`src/hdl/btsp_pkg.sv`:
```
// Package with the phase codes, record kinds and record layout of the bouquet table parser.
package btsp_pkg;

	localparam int PHASE_W = 4;
	localparam int POS_W   = 4;
	localparam int LEN_W   = 12;
	localparam int ID_W    = 16;
	localparam int KIND_W  = 2;

	// Parser phases.
	localparam logic [PHASE_W-1:0] PH_IDLE     = 4'd0;
	localparam logic [PHASE_W-1:0] PH_FIXED    = 4'd1;
	localparam logic [PHASE_W-1:0] PH_BQ_DESC  = 4'd2;
	localparam logic [PHASE_W-1:0] PH_LOOP_HI  = 4'd3;
	localparam logic [PHASE_W-1:0] PH_LOOP_LO  = 4'd4;
	localparam logic [PHASE_W-1:0] PH_ENTRY0   = 4'd5;
	localparam logic [PHASE_W-1:0] PH_ENTRY1   = 4'd6;
	localparam logic [PHASE_W-1:0] PH_ENTRY2   = 4'd7;
	localparam logic [PHASE_W-1:0] PH_ENTRY3   = 4'd8;
	localparam logic [PHASE_W-1:0] PH_ENTRY4   = 4'd9;
	localparam logic [PHASE_W-1:0] PH_ENTRY5   = 4'd10;
	localparam logic [PHASE_W-1:0] PH_ENT_DESC = 4'd11;
	localparam logic [PHASE_W-1:0] PH_DONE     = 4'd12;

	// Byte positions inside the fixed section header.
	localparam logic [POS_W-1:0] POS_START  = 4'd1;
	localparam logic [POS_W-1:0] POS_BID_HI = 4'd3;
	localparam logic [POS_W-1:0] POS_BID_LO = 4'd4;
	localparam logic [POS_W-1:0] POS_LEN_HI = 4'd8;
	localparam logic [POS_W-1:0] POS_LEN_LO = 4'd9;

	localparam logic [LEN_W:0] ENTRY_BYTES = 13'd6;

	// Record kinds.
	localparam logic [KIND_W-1:0] KIND_HEADER  = 2'd0;
	localparam logic [KIND_W-1:0] KIND_ENTRY   = 2'd1;
	localparam logic [KIND_W-1:0] KIND_DONE    = 2'd2;
	localparam logic [KIND_W-1:0] KIND_OVERRUN = 2'd3;

	// Result payload; the last field sits in the lowest bits.
	typedef struct packed {
		logic [LEN_W-1:0] loop_length;
		logic [LEN_W-1:0] descriptor_length;
		logic [ID_W-1:0]  network_id;
		logic [ID_W-1:0]  stream_id;
		logic [ID_W-1:0]  bouquet_id;
	} rec_t;

endpackage

```
`src/hdl/bouquet_table_section_parser.sv`:
```
// Top level of the bouquet association table section parser.
//
// The slave channel takes one section byte per item: s_tdata carries the byte and
// s_tuser flags the table id byte that opens a new section. A flagged byte always
// restarts parsing, abandoning any section in progress.
// The master channel delivers records: a bouquet header (with the low loop length
// byte), one record per transport stream entry (with the sixth entry byte), a loop
// finished record (with the first CRC byte), or an overrun record when an entry
// runs past the loop length, after which the section is ignored.
// An accepted byte sits in the input register and is parsed from there into the
// result register, which drives m_tvalid. The throughput is one byte per cycle
// while the receiver does not stall, set by the single phase update per byte.
// Most bytes produce no record; those simply leave the result register empty.
// When the receiver stalls, the record waits in the result register, the input
// register fills, and s_tready drops until the record is taken; nothing is lost.
// Reset clears the valid flags and puts the parser in its idle phase, where all
// bytes are ignored until a flagged first byte arrives.
module bouquet_table_section_parser (
	input  logic        clk,
	input  logic        arst_n,
	input  logic        s_tvalid,
	output logic        s_tready,
	input  logic [7:0]  s_tdata,   // [7:0] data_byte
	input  logic [0:0]  s_tuser,   // [0] first_byte
	output logic        m_tvalid,
	input  logic        m_tready,
	output logic [71:0] m_tdata,   // [15:0] bouquet_id, [31:16] stream_id,
	                               // [47:32] network_id, [59:48] descriptor_length,
	                               // [71:60] loop_length
	output logic [1:0]  m_tuser    // [1:0] record_kind
);

	localparam int LW = btsp_pkg::LEN_W;
	localparam int IW = btsp_pkg::ID_W;

	// Input register.
	logic       s1_valid_q;
	logic [7:0] s1_byte_q;
	logic       s1_first_q;

	// Parser state.
	logic [btsp_pkg::PHASE_W-1:0] phase_q, phase_d;
	logic [btsp_pkg::POS_W-1:0]   pos_q, pos_d;
	logic [LW-1:0]                skip_q, skip_d;
	logic [LW-1:0]                loop_q, loop_d;
	logic [IW-1:0]                bid_q, bid_d;
	logic [IW-1:0]                sid_q, sid_d;
	logic [IW-1:0]                nid_q, nid_d;
	logic [LW-1:0]                hlen_q, hlen_d;

	// Result register.
	logic                          out_valid_q;
	btsp_pkg::rec_t                out_rec_q;
	logic [btsp_pkg::KIND_W-1:0]   out_kind_q;

	logic                        advance, proc;
	logic                        emit;
	logic [btsp_pkg::KIND_W-1:0] kind_d;
	btsp_pkg::rec_t              rec_d;
	logic [LW-1:0]               ent_len;
	logic [LW:0]                 ent_need;
	logic [LW-1:0]               skip_dec;

	// The result register can take a new value when it is empty or being drained.
	assign advance  = !out_valid_q || m_tready;
	assign proc     = s1_valid_q && advance;
	assign s_tready = !s1_valid_q || advance;

	assign ent_len  = {hlen_q[LW-1:8], s1_byte_q};
	assign ent_need = {1'b0, ent_len} + btsp_pkg::ENTRY_BYTES;
	assign skip_dec = skip_q - {{(LW-1){1'b0}}, 1'b1};

	always_comb begin
		phase_d = phase_q;
		pos_d   = pos_q;
		skip_d  = skip_q;
		loop_d  = loop_q;
		bid_d   = bid_q;
		sid_d   = sid_q;
		nid_d   = nid_q;
		hlen_d  = hlen_q;
		emit    = 1'b0;
		kind_d  = btsp_pkg::KIND_HEADER;
		rec_d   = '0;
		if (s1_first_q) begin
			phase_d = btsp_pkg::PH_FIXED;
			pos_d   = btsp_pkg::POS_START;
			skip_d  = '0;
			loop_d  = '0;
			bid_d   = '0;
			sid_d   = '0;
			nid_d   = '0;
			hlen_d  = '0;
		end else begin
			case (phase_q)
				btsp_pkg::PH_FIXED: begin
					if (pos_q == btsp_pkg::POS_BID_HI) begin
						bid_d = {s1_byte_q, 8'h00};
					end else if (pos_q == btsp_pkg::POS_BID_LO) begin
						bid_d = {bid_q[IW-1:8], s1_byte_q};
					end else if (pos_q == btsp_pkg::POS_LEN_HI) begin
						hlen_d = {s1_byte_q[3:0], 8'h00};
					end else if (pos_q == btsp_pkg::POS_LEN_LO) begin
						hlen_d  = {hlen_q[LW-1:8], s1_byte_q};
						skip_d  = hlen_d;
						phase_d = (hlen_d != '0) ? btsp_pkg::PH_BQ_DESC
						                         : btsp_pkg::PH_LOOP_HI;
					end
					pos_d = pos_q + {{(btsp_pkg::POS_W-1){1'b0}}, 1'b1};
				end
				btsp_pkg::PH_BQ_DESC: begin
					skip_d = skip_dec;
					if (skip_dec == '0) begin
						phase_d = btsp_pkg::PH_LOOP_HI;
					end
				end
				btsp_pkg::PH_LOOP_HI: begin
					loop_d  = {s1_byte_q[3:0], 8'h00};
					phase_d = btsp_pkg::PH_LOOP_LO;
				end
				btsp_pkg::PH_LOOP_LO: begin
					loop_d  = {loop_q[LW-1:8], s1_byte_q};
					phase_d = btsp_pkg::PH_ENTRY0;
					emit    = 1'b1;
					kind_d  = btsp_pkg::KIND_HEADER;
					rec_d.bouquet_id        = bid_q;
					rec_d.descriptor_length = hlen_q;
					rec_d.loop_length       = loop_d;
				end
				btsp_pkg::PH_ENTRY0: begin
					if (loop_q == '0) begin
						phase_d = btsp_pkg::PH_DONE;
						emit    = 1'b1;
						kind_d  = btsp_pkg::KIND_DONE;
						rec_d.bouquet_id = bid_q;
					end else begin
						sid_d   = {s1_byte_q, 8'h00};
						phase_d = btsp_pkg::PH_ENTRY1;
					end
				end
				btsp_pkg::PH_ENTRY1: begin
					sid_d   = {sid_q[IW-1:8], s1_byte_q};
					phase_d = btsp_pkg::PH_ENTRY2;
				end
				btsp_pkg::PH_ENTRY2: begin
					nid_d   = {s1_byte_q, 8'h00};
					phase_d = btsp_pkg::PH_ENTRY3;
				end
				btsp_pkg::PH_ENTRY3: begin
					nid_d   = {nid_q[IW-1:8], s1_byte_q};
					phase_d = btsp_pkg::PH_ENTRY4;
				end
				btsp_pkg::PH_ENTRY4: begin
					hlen_d  = {s1_byte_q[3:0], 8'h00};
					phase_d = btsp_pkg::PH_ENTRY5;
				end
				btsp_pkg::PH_ENTRY5: begin
					hlen_d = ent_len;
					emit   = 1'b1;
					rec_d.bouquet_id        = bid_q;
					rec_d.stream_id         = sid_q;
					rec_d.network_id        = nid_q;
					rec_d.descriptor_length = ent_len;
					rec_d.loop_length       = loop_q;
					// The entry header plus its descriptors must fit in what is left.
					if ({1'b0, loop_q} < ent_need) begin
						phase_d = btsp_pkg::PH_DONE;
						kind_d  = btsp_pkg::KIND_OVERRUN;
					end else begin
						kind_d  = btsp_pkg::KIND_ENTRY;
						loop_d  = loop_q - ent_need[LW-1:0];
						skip_d  = ent_len;
						phase_d = (ent_len != '0) ? btsp_pkg::PH_ENT_DESC
						                          : btsp_pkg::PH_ENTRY0;
					end
				end
				btsp_pkg::PH_ENT_DESC: begin
					skip_d = skip_dec;
					if (skip_dec == '0) begin
						phase_d = btsp_pkg::PH_ENTRY0;
					end
				end
				default: begin
				end
			endcase
		end
	end

	always_ff @(posedge clk or negedge arst_n) begin
		if (!arst_n) begin
			s1_valid_q <= 1'b0;
		end else if (s_tready) begin
			s1_valid_q <= s_tvalid;
		end
	end

	always_ff @(posedge clk) begin
		if (s_tready && s_tvalid) begin
			s1_byte_q  <= s_tdata;
			s1_first_q <= s_tuser[0];
		end
	end

	always_ff @(posedge clk or negedge arst_n) begin
		if (!arst_n) begin
			phase_q <= btsp_pkg::PH_IDLE;
			pos_q   <= '0;
			skip_q  <= '0;
			loop_q  <= '0;
			bid_q   <= '0;
			sid_q   <= '0;
			nid_q   <= '0;
			hlen_q  <= '0;
		end else if (proc) begin
			phase_q <= phase_d;
			pos_q   <= pos_d;
			skip_q  <= skip_d;
			loop_q  <= loop_d;
			bid_q   <= bid_d;
			sid_q   <= sid_d;
			nid_q   <= nid_d;
			hlen_q  <= hlen_d;
		end
	end

	always_ff @(posedge clk or negedge arst_n) begin
		if (!arst_n) begin
			out_valid_q <= 1'b0;
		end else if (advance) begin
			out_valid_q <= proc && emit;
		end
	end

	always_ff @(posedge clk) begin
		if (proc && emit) begin
			out_rec_q  <= rec_d;
			out_kind_q <= kind_d;
		end
	end

	assign m_tvalid = out_valid_q;
	assign m_tdata  = out_rec_q;
	assign m_tuser  = out_kind_q;

	// A stalled input byte must not be consumed or overwritten.
	a_s1_hold: assert property (@(posedge clk) disable iff (!arst_n)
		s1_valid_q && !advance |=> s1_valid_q && $stable(s1_byte_q) && $stable(s1_first_q))
		else $error("input register changed while stalled");

	// The phase never leaves the defined range.
	a_phase_range: assert property (@(posedge clk) disable iff (!arst_n)
		phase_q <= btsp_pkg::PH_DONE)
		else $error("parser phase out of range");

	// A header record always starts the entry loop.
	a_header_next: assert property (@(posedge clk) disable iff (!arst_n)
		proc && emit && kind_d == btsp_pkg::KIND_HEADER && !s1_first_q
		|=> phase_q == btsp_pkg::PH_ENTRY0)
		else $error("header record without entering the entry loop");

	// Loop finished and overrun records end the section.
	a_end_done: assert property (@(posedge clk) disable iff (!arst_n)
		proc && emit && (kind_d == btsp_pkg::KIND_DONE || kind_d == btsp_pkg::KIND_OVERRUN)
		|=> phase_q == btsp_pkg::PH_DONE)
		else $error("closing record without ending the section");

	// A loop finished record carries nothing but the bouquet id.
	a_done_zero: assert property (@(posedge clk) disable iff (!arst_n)
		m_tvalid && m_tuser == btsp_pkg::KIND_DONE
		|-> m_tdata[71:16] == '0)
		else $error("loop finished record has nonzero entry fields");

endmodule
```
`config.mk`:
```
export PLATFORM = sky130hd
export DESIGN_NAME = bouquet_table_section_parser
export DESIGN_NICKNAME = d
export VERILOG_FILES = /design/src/hdl/btsp_pkg.sv /design/src/hdl/bouquet_table_section_parser.sv
export SDC_FILE = /design/constraint.sdc
export NUM_CORES = 1
export LEC_CHECK = 0
export BUFFER_PORTS_ARGS = -buffer_cell sky130_fd_sc_hd__buf_2
export CAP_MARGIN = 20
export CELL_PAD_IN_SITES_DETAIL_PLACEMENT = 0
export CELL_PAD_IN_SITES_GLOBAL_PLACEMENT = 1
export CORE_ASPECT_RATIO = 0.7
export CORE_UTILIZATION = 45
export CTS_CLUSTER_SIZE = 30
export DETAILED_ROUTE_END_ITERATION = 12
export PLACE_DENSITY_LB_ADDON = 0.05
export RECOVER_POWER = 25
export SLEW_MARGIN = 20
export SYNTH_ARGS = -nofsm -noshare
export SYNTH_HDL_FRONTEND = slang
export SYNTH_SLANG_ARGS = --single-unit
```
`constraint.sdc`:
```
create_clock -name clk -period 8.4 [get_ports clk]
set_clock_uncertainty 0.1 [all_clocks]
set_input_delay 1.68 -clock clk [delete_from_list [all_inputs] [get_ports clk]]
set_output_delay 1.68 -clock clk [all_outputs]
set_load 0.02 [all_outputs]
```
# Yosys cells after proc, flatten, opt, wreduce, memory -nomap -nowiden
# Index checks and enable logic that the tools add are counted.
[word_totals]
register_bits = 177
inputBits = 13
output_inout_bits = 76
[op_classes]
n_addsub = 4
magnitude_cmp = 1
n_eq_ne = 30
mux = 48
bitwise_logic = 1
n_reduce_logical = 39
[ops]
columns = ["operator", "n"]
rows = [
  ["$mux 12", 12],
  ["$mux 16", 7],
  ["$pmux 12 s3", 3],
  ["$pmux 16 s2", 3],
  ["$mux 4", 12],
  ["$pmux 24 s2", 1],
  ["$pmux 4 s11", 1],
  ["$ne 3x3->1 const B", 9],
  ["$eq 4x4->1 const B", 6],
  ["$logic_not 12->1", 2],
  ["$reduce_bool 12->1", 2],
  ["$eq 4x3->1 const B", 5],
  ["$mux 8", 2],
  ["$reduce_and 3->1", 5],
  ["$reduce_bool 3->1", 5],
  ["$add 12x3->13 const B", 1],
  ["$lt 12x13->1", 1],
  ["$eq 4x2->1 const B", 3],
  ["$reduce_bool 4->1", 3],
  ["$sub 12x1->12 const B", 1],
  ["$sub 12x12->12", 1],
  ["$ne 2x2->1 const B", 5],
  ["$reduce_and 4->1", 2],
  ["$reduce_and 8->1", 1],
  ["17 further kinds", 30],
]

# Logic depth before layout (Yosys ltp)
[logic_depth]
ltp_word = 8
mapped_depth = 15

# Least setup slack after synthesis
# Ideal clock, no wire load.
[synth_path]
path_kind = "input to register"
startpoint = "input m_tready"
endpoint = "register out_rec_q (netlist bit m_tdata[0]) (enable)"
arrival_time_ns = 7.158
required_ns = 7.703
slack_ns = 0.545
cell_stages = 4
path_buffers = 1
path_cell_list = "nand2b_1 > nand2_1 > clkbuf_1 > nor3_1"
[synth_between]
elab_chain_cells = 3
[synth_lines]
columns = ["item", "line_no", "rtl"]
rows = [
  ["start, declared", "bouquet_table_section_parser.sv:26", "input logic m_tready,"],
  ["$logic_or 1x1->1", "bouquet_table_section_parser.sv:65", "assign advance = !out_valid_q || m_tready;"],
  ["$logic_and 1x1->1", "bouquet_table_section_parser.sv:66", "assign proc = s1_valid_q && advance;"],
  ["$logic_and 1x1->1", "bouquet_table_section_parser.sv:235", "if (proc && emit) begin"],
  ["end signal, assigned", "bouquet_table_section_parser.sv:236", "out_rec_q <= rec_d;"],
  ["end, declared", "bouquet_table_section_parser.sv:53", "btsp_pkg::rec_t out_rec_q;"],
]
# No other way between the ends.
# A chain may end at the register's enable or synchronous reset.

# Final worst setup path
[layout_path]
startpoint = "register phase_q[3] (netlist name)"
endpoint = "register out_rec_q (netlist bit m_tdata[30]) (enable)"
[layout_between]
elab_chain_cells = 5
word_cells_on_any_way = 7
cone_classes = "3 x eq/ne; 2 x mux; 2 x reduce/logical"
[layout_lines]
columns = ["item", "line_no", "rtl"]
rows = [
  ["start, declared", "bouquet_table_section_parser.sv:42", "logic [btsp_pkg::PHASE_W-1:0] phase_q, phase_d;"],
  ["start signal, assigned", "bouquet_table_section_parser.sv:206", "phase_q <= btsp_pkg::PH_IDLE;"],
  ["start signal, assigned", "bouquet_table_section_parser.sv:215", "phase_q <= phase_d;"],
  ["$eq 4x4->1 / $eq 4x3->1 (equally long branches)", "bouquet_table_section_parser.sv:95", "case (phase_q)"],
  ["$reduce_or 2->1 (no source line)", "n/a", ""],
  ["$pmux 1 s2 (*)", "bouquet_table_section_parser.sv:95", ""],
  ["$mux 1 (*)", "bouquet_table_section_parser.sv:85", "if (s1_first_q) begin"],
  ["$logic_and 1x1->1 (*)", "bouquet_table_section_parser.sv:235", ""],
]
# Mark *: on every way between the ends. The rest lies on a longest branch, timed or not.

==> metrics <==
type of element launching the critical path flip-flop; CP Data Arrival Time 4.76 ns; Slew Limit Headroom -61.86%; total of hold buffers inserted after clock tree synthesis 0; final number of hold-violating endpoints 0; critical-path cell with the highest stage delay clkbuf_1; wire length per cell after detailed routing 20.33 um; RSZ-0062 raised after global routing false; Final Wtd Congestion 0.8772; TritonCTS clock tree yes; reg-to-reg startpoint phase_q[3]; Die Wd 168.5 um; net count after synthesis 854; number of antenna cells inserted 0; maximum number of pins on one net before global-route repair 61; Hold Path Stages 2; power density normalized to cell area 288.2 nW/um^2; Root Buffer Master clkbuf_16; area used by sequential logic in the layout 4845 um^2; y dimension of the die 118.6 um; leading cell types in the layout, fill and taps excluded dfrtp_1, nand2_1, buf_2; ports placed on the boundary 89; overall overflow remaining after global route 0; final slew viol count 155; area of the die 19,980 um^2; count of cell types in the netlist 69; cell area after synthesis 8733 um^2; total number of vias 6,833; antenna violations before repair 0; worst-case vdd ir drop 0.1167 mV; sink of the worst hold path sid_q[2]; average cell area after synthesis 10.62 um^2; number of DRC violations after detailed routing 0; layout overhead on the synthesized area 14.01%; DR pass1 iterations 5; cell count after synthesis 822; standard-cell row count 42; Max Clock Freq 208.9 MHz; Seq/Total Area, Yosys 55.47%; Post-synth ARST share 53.11%; number of levels the H-tree was split into 4; max-cap viol count 3; fraction of the cycle the final worst path needs 56.99%; delay contributed by the slowest stage of the critical path 1.58 ns; count of flip-flops with a built-in enable after synthesis 83; setup TNS after final layout 0 ns; initial cell density of the core 46.04%; vias in the first global route 6,458; maximum number of buffers from clock root to sink 2; Worst Reg2Reg Path Length in Cells 6; insertion delay to the later sink of the worst-skew pair 0.44 ns; total detailed-routing wirelength 23,660 um; Final #Nets 919; Seq cells post-synth 177; global-route wire length before repair 37,020 um; total leakage power 4.050 nW; ys flop type dfrtp_1; critical hold path startpoint sid_q[2]; sinks on the clock net 177; kind of end point of the critical path flip-flop; total of fill cells in the finished design 1,741; Register-to-Register Setup Slack 3.61 ns; cells along the critical path nor2b_1, and2_0, clkbuf_1, nor2_1, nor3_2, buf_4; hold crit path type flip-flop to flip-flop; leading cell type in the layout, fill and taps excluded dfrtp_1; multi-input logic area 3557 um^2; violated checks capacitance limit, slew limit; detailed-route vias per instance 5.870; clock transition time at the flip-flop clock pins of the worst setup and hold paths 0.07 ns; endpoint of the lowest-slack register-to-register path m_tdata[30]; area of the core 18,970 um^2; Inserted Clock Buffers 17; total power of the final layout 2.870 mW; number of buffers inserted by post-CTS setup repair 0; DRC violation total after the first TritonRoute iteration 650; outcome complete, but fails checks; number of input and output port buffers inserted 88; number of routed nets with antenna violations 0; category of the critical setup timing path flip-flop to flip-flop; worst-path maximum fanout 52; half-perimeter wire length after placement 15,910 um; fraction of final layout cells with drive strength greater than 1 16.89%; count of synthesis-stage warnings from yosys 0; cells resized by post-CTS repair 0; GRT Resource Usage Total 24.45%; # setup viols final 0; critical path required time 8.38 ns; time the worst path needs with I/O delays and setup 4.787 ns; transition time of the tightest slew-check pin 2.428 ns
-- per-layer routing --
| layer | up-vias | global-route usage, % | part of all wire, % |
|---|---|---|---|
| met5 | - | 0 | 0 |
| met4 | 0 | 6.250 | 1.3 |
| met3 | 31 | 4.622 | 6.2 |
| met2 | 258 | 33.77 | 42 |
| met1 | 3360 | 38.85 | 51 |
| li1 | 3184 | - | - |
-- power by group --
part | switching, mW | leakage, nW | total [mW] | internal (mW)
registers | 0.161 | 1.98 | 1.21 | 1.05
logic | 0.544 | 1.78 | 0.853 | 0.309
clock network | 0.384 | 0.286 | 0.810 | 0.426
-- worst max path at each step --
stage / end / startpoint / depth (start not counted) / slack, ns
3_3_place_gp: skip_q[3] / s1_byte_q[1] / 13 / 4.41
2_1_floorplan: m_tdata[0] / m_tready / 4 / 0.55
4_1_cts: skip_q[3] / s1_byte_q[1] / 13 / 4.26
5_1_grt: m_tdata[8] / phase_q[3] / 6 / 3.14
3_5_place_dp: skip_q[3] / s1_byte_q[1] / 13 / 4.28
6_report: m_tdata[30] / phase_q[3] / 6 / 3.61
-- sequential cells by signal, summed over array words and instances, names as in the netlist --
name / flops
skip_q: 12
loop_q: 12
phase_q: 4
pos_q: 4
m_tdata: 72
bid_q: 16
nid_q: 16
m_tvalid: 1
hlen_q: 12
s1_first_q: 1
m_tuser: 2
sid_q: 16
s1_byte_q: 8
s1_valid_q: 1
-- cell families after synthesis --
group	after synthesis	share of synthesized area, %
compound gates	211	16.46
xor+xnor	14	1.404
fa+ha+maj	19	2.808
buf+inv	87	3.925
flops	177	55.47
mux	29	3.596
simple gates	285	16.33
-- worst max-delay path: cells and delay by family, from the launching register on --
family | cells | cell delay [ns]
and+or+nand+nor | 4 | 1.63
buffers and inverters | 2 | 2.06
DFF | 1 | 0.62
-- through the flow --
step	setup WS [ns]	util (%)	area, um^2	std cells	hold WS, ns
5_1_grt	3.138	52.49	9957	1164	0.3972
3_3_place_gp	4.412	49.38	9368	1132	0.3587
4_1_cts	4.261	52.53	9966	1164	0.3816
2_1_floorplan	0.5450	-	8733	822	0.3408
3_5_place_dp	4.280	49.38	9368	1132	0.3653
6_report	3.613	52.49	9957	1164	0.3732
-- Yosys cell counts (all sizes together), types with 13 or more instances --
master / n / area [um^2]
and2: 13 / 81.33
o21ai: 51 / 259.0
mux2: 19 / 214.0
a21oi: 29 / 156.4
nand3: 18 / 90.09
o22ai: 19 / 118.9
nor2: 53 / 198.9
nand2: 86 / 322.8
dfrtp: 94 / 2352
and3: 43 / 269.0
ha: 18 / 225.2
a22oi: 20 / 150.1
edfxtp: 83 / 2492
o31ai: 16 / 120.1
clkbuf: 40 / 150.1
inv: 36 / 135.1
nor3: 23 / 120.1
-- layout make-up --
class | count | share of cell area (%)
sequential | 177 | 48.66
multi-input combinational | 558 | 35.73
timing repair buffer | 96 | 4.901
clock buffer | 18 | 4.310
tap | 264 | 3.317
clock inverter | 14 | 1.696
inverter | 37 | 1.395
No activity file was read; power rests on OpenSTA's default activity.
